**config.mk**
```make
export PLATFORM = sky130hd
export DESIGN_NAME = dstm_front
export DESIGN_NICKNAME = d
export VERILOG_FILES = /design/src/rtl/dstm_pkg.sv /design/src/rtl/dstm_front.sv
export SDC_FILE = /design/constraint.sdc
export NUM_CORES = 1
export LEC_CHECK = 0
export CAP_MARGIN = 20
export CORE_MARGIN = 8
export CORE_UTILIZATION = 51
export CTS_CLUSTER_DIAMETER = 60
export CTS_CLUSTER_SIZE = 30
export DETAILED_ROUTE_END_ITERATION = 8
export DONT_BUFFER_PORTS = 1
export GPL_TIMING_DRIVEN = 0
export PLACE_DENSITY_LB_ADDON = 0.08
export SLEW_MARGIN = 20
export SYNTH_ARGS = -nofsm -noshare
export SYNTH_HDL_FRONTEND = slang
export SYNTH_SLANG_ARGS = --single-unit
```
**constraint.sdc**
```tcl
create_clock -name clk_i -period 8.2 [get_ports clk_i]
set_clock_uncertainty 0.2 [all_clocks]
set_input_delay 1.64 -clock clk_i [delete_from_list [all_inputs] [get_ports clk_i]]
set_output_delay 1.64 -clock clk_i [all_outputs]
set_load 0.02 [all_outputs]
```
**src/rtl/dstm_pkg.sv**
```systemverilog
package dstm_pkg;

  localparam int LEVEL_INPUTS = 4;
  localparam int LEVEL_W      = 12;
  localparam int THR_W        = 12;
  localparam int LEN_W        = 13;
  localparam int ADDR_W       = 14;
  localparam int WORD_W       = 16;
  localparam int CFG_IDX_W    = 3;
  localparam int IN_DATA_W    = 80;
  localparam int OUT_DATA_W   = 24;

  localparam logic [THR_W-1:0] THRESHOLD_RESET = THR_W'(2048);
  localparam logic [LEN_W-1:0] LENGTH_RESET    = LEN_W'(4096);

  // register indexes on the configuration port
  localparam logic [CFG_IDX_W-1:0] REG_THRESHOLD0 = 3'd0;
  localparam logic [CFG_IDX_W-1:0] REG_LENGTH0    = 3'd4;

  typedef enum logic {
    CMD_TICK = 1'b0,
    CMD_LOAD = 1'b1
  } cmd_kind_e;

  typedef enum logic [2:0] {
    ST_IDLE,
    ST_READ,
    ST_LAST,
    ST_MUL,
    ST_OUT
  } back_state_e;

  typedef logic [LEVEL_INPUTS-1:0][THR_W-1:0] thr_arr_t;
  typedef logic [LEVEL_INPUTS-1:0][LEN_W-1:0] len_arr_t;

  // classified item handed from the front to the back
  typedef struct packed {
    cmd_kind_e                kind;
    logic                     left;
    logic [LEVEL_INPUTS-1:0]  above;
    logic [LEVEL_INPUTS-1:0]  below;
    logic [ADDR_W-1:0]        addr;
    logic signed [WORD_W-1:0] word;
  } cmd_t;

endpackage

```
**src/rtl/dstm_front.sv**
```systemverilog
module dstm_front #(
  parameter int LEVEL_BITS = 12
) (
  input  logic                                clk_i,
  input  logic                                rst_ni,
  input  logic                                s_axis_tvalid,
  output logic                                s_axis_tready,
  input  logic [dstm_pkg::IN_DATA_W-1:0]      s_axis_tdata,
  input  logic                                s_axis_tuser,
  input  dstm_pkg::thr_arr_t                  threshold_i,
  output logic                                cmd_valid_o,
  output dstm_pkg::cmd_t                      cmd_o,
  input  logic                                cmd_pop_i
);

  localparam logic [dstm_pkg::LEVEL_W-1:0] LevelMask =
    (LEVEL_BITS >= dstm_pkg::LEVEL_W) ? {dstm_pkg::LEVEL_W{1'b1}}
                                      : dstm_pkg::LEVEL_W'((1 << LEVEL_BITS) - 1);

  dstm_pkg::cmd_t fifo_q [2];
  logic           wr_ptr_q, wr_ptr_d;
  logic           rd_ptr_q, rd_ptr_d;
  logic [1:0]     count_q, count_d;
  logic           push, pop;
  dstm_pkg::cmd_t cmd_in;
  logic [dstm_pkg::LEVEL_W-1:0] level;

  // classify the incoming item against the thresholds
  always_comb begin
    cmd_in       = '0;
    cmd_in.kind  = dstm_pkg::cmd_kind_e'(s_axis_tuser);
    cmd_in.left  = s_axis_tdata[48];
    cmd_in.addr  = s_axis_tdata[62:49];
    cmd_in.word  = s_axis_tdata[78:63];
    level        = '0;
    for (int v = 0; v < dstm_pkg::LEVEL_INPUTS; v++) begin
      level           = s_axis_tdata[v*dstm_pkg::LEVEL_W +: dstm_pkg::LEVEL_W] & LevelMask;
      cmd_in.above[v] = level > threshold_i[v];
      cmd_in.below[v] = level < threshold_i[v];
    end
  end

  assign s_axis_tready = (count_q != 2'd2);
  assign push          = s_axis_tvalid && s_axis_tready;
  assign pop           = cmd_pop_i && (count_q != 2'd0);
  assign cmd_valid_o   = (count_q != 2'd0);
  assign cmd_o         = fifo_q[rd_ptr_q];

  always_comb begin
    wr_ptr_d = push ? ~wr_ptr_q : wr_ptr_q;
    rd_ptr_d = pop ? ~rd_ptr_q : rd_ptr_q;
    count_d  = count_q + 2'(push) - 2'(pop);
  end

  always_ff @(posedge clk_i or negedge rst_ni) begin
    if (!rst_ni) begin
      wr_ptr_q <= 1'b0;
      rd_ptr_q <= 1'b0;
      count_q  <= 2'd0;
    end else begin
      wr_ptr_q <= wr_ptr_d;
      rd_ptr_q <= rd_ptr_d;
      count_q  <= count_d;
    end
  end

  always_ff @(posedge clk_i) begin
    if (push) begin
      fifo_q[wr_ptr_q] <= cmd_in;
    end
  end

endmodule

```
# == Word level (Yosys, flattened, before mapping) ==
# Memory sizes are Yosys's and may differ from the RTL's.
# Cells that the tools add are included.
# classes
add_sub_neg,2
n_lt_le_gt_ge,8
n_eq_ne,1
n_mux,2
n_bitwise,2
n_reduce_logical,3
# ops
op,count
> comparator 12 bit,4
< comparator 12 bit,4
adder 2 x 1 -> 2 bit,1
logical AND 1 bit,2
two-way mux 1 bit,2
"!= test 2 bit, second input constant",1
NOT 1 bit,2
nonzero test 2 bit,1
subtractor 2 x 1 -> 2 bit,1
# totals
register_bits,4
ram_bits,80
inputBits,133
output_inout_bits,42
wordCells,22
mem_count,1
# memory_table
memory,depth,word_bits,rd,rd_clocked_by_memory_dff,write_ports,line_no,rtl
fifo_q,2,40,1,0,1,dstm_front.sv:20,dstm_pkg::cmd_t fifo_q [2];

# == Logic depth before layout (Yosys ltp) ==
# depth
depth_word,4
ltp_mapped,7
ltp_nobuf,7

# == Least setup slack after synthesis ==
# OpenSTA, ideal clock, no wires.
# synth_timing
path_kind,input-to-reg
from,in s_axis_tvalid
to,"mem fifo_q[0][0] (netlist name), enable pin"
setup_time_ns,0.437
arrival_ns,3.427
t_required_ns,7.563
slack_ns,4.136
stages,2
path_buffers,0
cell_sequence,nand2_1 > nor2_1
# synth_via
elab_chain_cells,3
# synth_rtl
element,line_no,rtl
"start, declared",dstm_front.sv:6,"input logic s_axis_tvalid,"
logical AND 1 bit,dstm_front.sv:44,assign push = s_axis_tvalid && s_axis_tready;
two-way mux 1 bit,dstm_front.sv:68,if (push) begin
two-way mux 1 bit (not written as such),dstm_front.sv:69,fifo_q[wr_ptr_q] <= cmd_in;
"end, declared",dstm_front.sv:20,
# Every way passes these cells.

==> flow_metrics.tcl <==
set metrics [dict create \
    finalMaxSlewViolations 0 \
    synth_top_cell_by_area "edfxtp_1" \
    clkTransAtPathRegs_ns 0.08 \
    root_buffer "clkbuf_8" \
    synth_area_um2 4330 \
    postCtsSetupBuffers 0 \
    syn_to_final_growth_pct 8.35 \
    hpwl_um 6630 \
    pre_cts_ws_ns 5.12 \
    numCtsBuffers 9 \
    antenna_cells 0 \
    cts-htree-levels 3 \
    clockBufferDepth 2 \
    layout.area.seq_um2 2500 \
    postRouteAntennaNets 0 \
    grt_usage_pct 14.1 \
    cts_sinks 84 \
    syn_area_per_cell_um2 13.6 \
    ys_seq_elements 84 \
    top_usage_layer "met2" \
    syn_inst 318 \
    grt_overflow 0 \
    portBuffers 0 \
    worstSkewPairLatency_ns 0.33 \
    viasPerCell 5.52 \
    r2r-start "count_q[1]$_DFF_PN0_" \
    min_from "count_q[1]$_DFF_PN0_" \
    yosysWarnings 0 \
    grt_first_pass_wirelength_um 12800 \
    layout-drive-gt1-share_pct 18.8 \
    synth_top_area_share_pct 55.5 \
    grt_max_degree 28 \
    rows 33 \
    yosysUniqueCellTypes 30 \
    dp.cells 425 \
    required_ns 6.36 \
    finalSetupTns_ns 0 \
    drt-total-wl_um 8310 \
    clock.fmax_mhz 304 \
    die_w_um 108 \
    worst_setup_path_start_kind "register" \
    cp-startpoint "rd_ptr_q$_DFFE_PN0P_" \
    synth-edff-count 80 \
    io_pins 175 \
    p_leak_uw 0.00189 \
    die_h_um 108 \
    cts_tree "built" \
    grt_use_met2_pct 23.5 \
    arrival_ns 1.44 \
    ctsHoldBuffers 0 \
    multiInputGateArea_um2 1590 \
    ys_seq_area_share_pct 57.8 \
    grt_use_met1_pct 15.0 \
    start_util_pct 52.7 \
    slew_headroom_pct 57.7 \
    fin_ws_ns 4.92 \
    rsz0062_at_grt "no" \
    route.vias.total 2433 \
    setup_violations 0 \
    cp-end-kind "output port" \
    rr_endpoint "fifo_q[0][9]$_DFFE_PP_" \
    gp_congestion 0.721 \
    final_nets 514 \
    met3_usage_pct 6.90 \
    period_needed_ns 3.28 \
    ir_drop_mv 0.104 \
    antenna_found_initial 0 \
    first_global_vias 2627 \
    reg2reg_depth 4 \
    fill_cells 676 \
    hold_depth 1 \
    hold_path_class "reg2reg" \
    worst_hold_path.endpoint "count_q[1]$_DFF_PN0_" \
    synth.most_common_cell "edfxtp_1" \
    yosys_most_used_dff "edfxtp_1" \
    core_um2 8220 \
    cellPowerDensity_nw_per_um2 290 \
    final.period_utilization_pct 40.1 \
    fin_cells 441 \
    post_cts_resized 0 \
    drv_cap 0 \
    async_reset_ff_share_pct 4.76 \
    dr.pass1.iters 4 \
    cp_max_fo 10 \
    drt_iter0_markers 115 \
    drcViolationCount 0 \
    rrSetupSlack_ns 6.05 \
    hold_viol_final 0 \
    syn_nets 501 \
    die_area_um2 11700 \
    wl_per_cell_um 18.8 \
    critPathKind "reg2out" \
    status "completed" \
    synth_common_cells "80 x edfxtp_1, 51 x inv_1, 50 x ha_1" \
    tightestPinTransition_ns 0.633 \
    yosys-top-cells-area "edfxtp_1 55%, ha_1 14%, mux2_2 9.9%, inv_1 4.4%, dfrtp_1 2.3%" \
]
==> layer usage <==
layer | vias to the layer above | share of wire, %
met5 | - | 0
met2 | 109 | 50
met1 | 1133 | 37
met3 | 7 | 12
li1 | 1184 | -
met4 | 0 | 1.1
==> cell families after synthesis <==
| family | after synthesis | share of synthesized area (%) |
|---|---|---|
| AOI/OAI and AO/OA | 37 | 5.12 |
| buffers and inverters | 56 | 5.58 |
| DFF | 84 | 57.8 |
| xor gates and xnor gates | 4 | 0.809 |
| adders and majority gates | 50 | 14.5 |
| and+or+nand+nor | 47 | 5.84 |
| muxes | 40 | 10.4 |
==> area by class of cell <==
class | count | share of cell area (%)
Inverter | 51 | 4.08
Buffer | 5 | 1.07
Tap cell | 105 | 2.80
Multi-Input combinational cell | 178 | 34.0
Timing Repair Buffer | 2 | 1.01
Sequential cell | 84 | 53.3
Clock inverter | 7 | 1.07
Clock buffer | 9 | 2.64
==> state kept, by name, indices dropped and copies added, names as in the netlist <==
| register | flops |
|---|---|
| count_q | 2 |
| fifo_q | 80 |
| rd_ptr_q | 1 |
| wr_ptr_q | 1 |
==> critical path, cell delays in order (launching register included) <==
cell,delay (ns)
dfrtp_1,0.32
buf_2,0.18
buf_6,0.17
mux2_1,0.44
==> through the flow <==
| step | area, µm² | total power, µW | utilization (%) | hold WS [ns] |
|---|---|---|---|---|
| 2_1_floorplan | 4330 | 1020 | - | 0.260 |
| 3_3_place_gp | 4460 | 1100 | 54.3 | 0.275 |
| 3_5_place_dp | 4520 | 1120 | 55.0 | 0.315 |
| 4_1_cts | 4690 | 1380 | 57.1 | 0.331 |
| 5_1_grt | 4690 | 1450 | 57.1 | 0.358 |
| 6_report | 4690 | 1360 | 57.1 | 0.322 |
==> placed cells by master, fill, tap and decap left out, types with 2 or more instances in the layout <==
master      count
ha_1           50
a21oi_1        16
clkbuf_8        9
inv_6           3
clkinvlp_4      2
a21o_1          3
o21ai_0         5
nand4_1         5
nand2_1        14
and4_1          6
nor2_1          7
edfxtp_1       80
o211ai_1        3
a31oi_1         4
and3_1          4
nor2b_1         4
dfrtp_1         4
mux2_1          2
xnor2_1         3
inv_1          51
mux2_2         38
a211oi_1        3
buf_6           4
==> worst max-delay path by stage <==
stage | to | slack [ns] | depth (start not counted)
finish | cmd_o[1] | 4.92 | 3
global route | cmd_o[1] | 4.82 | 3
CTS | cmd_o[1] | 4.87 | 3
detailed placement | fifo_q[0][10]$_DFFE_PP_ | 5.12 | 3
global placement | fifo_q[0][16]$_DFFE_PP_ | 3.11 | 2
floorplan | fifo_q[0][0]$_DFFE_PP_ | 4.14 | 2
==> power by group <==
part	switching, µW	internal (µW)
Clock	148	112
Sequential	23.8	590
Combinational	311	179
No activity file was read; power rests on OpenSTA's default activity.
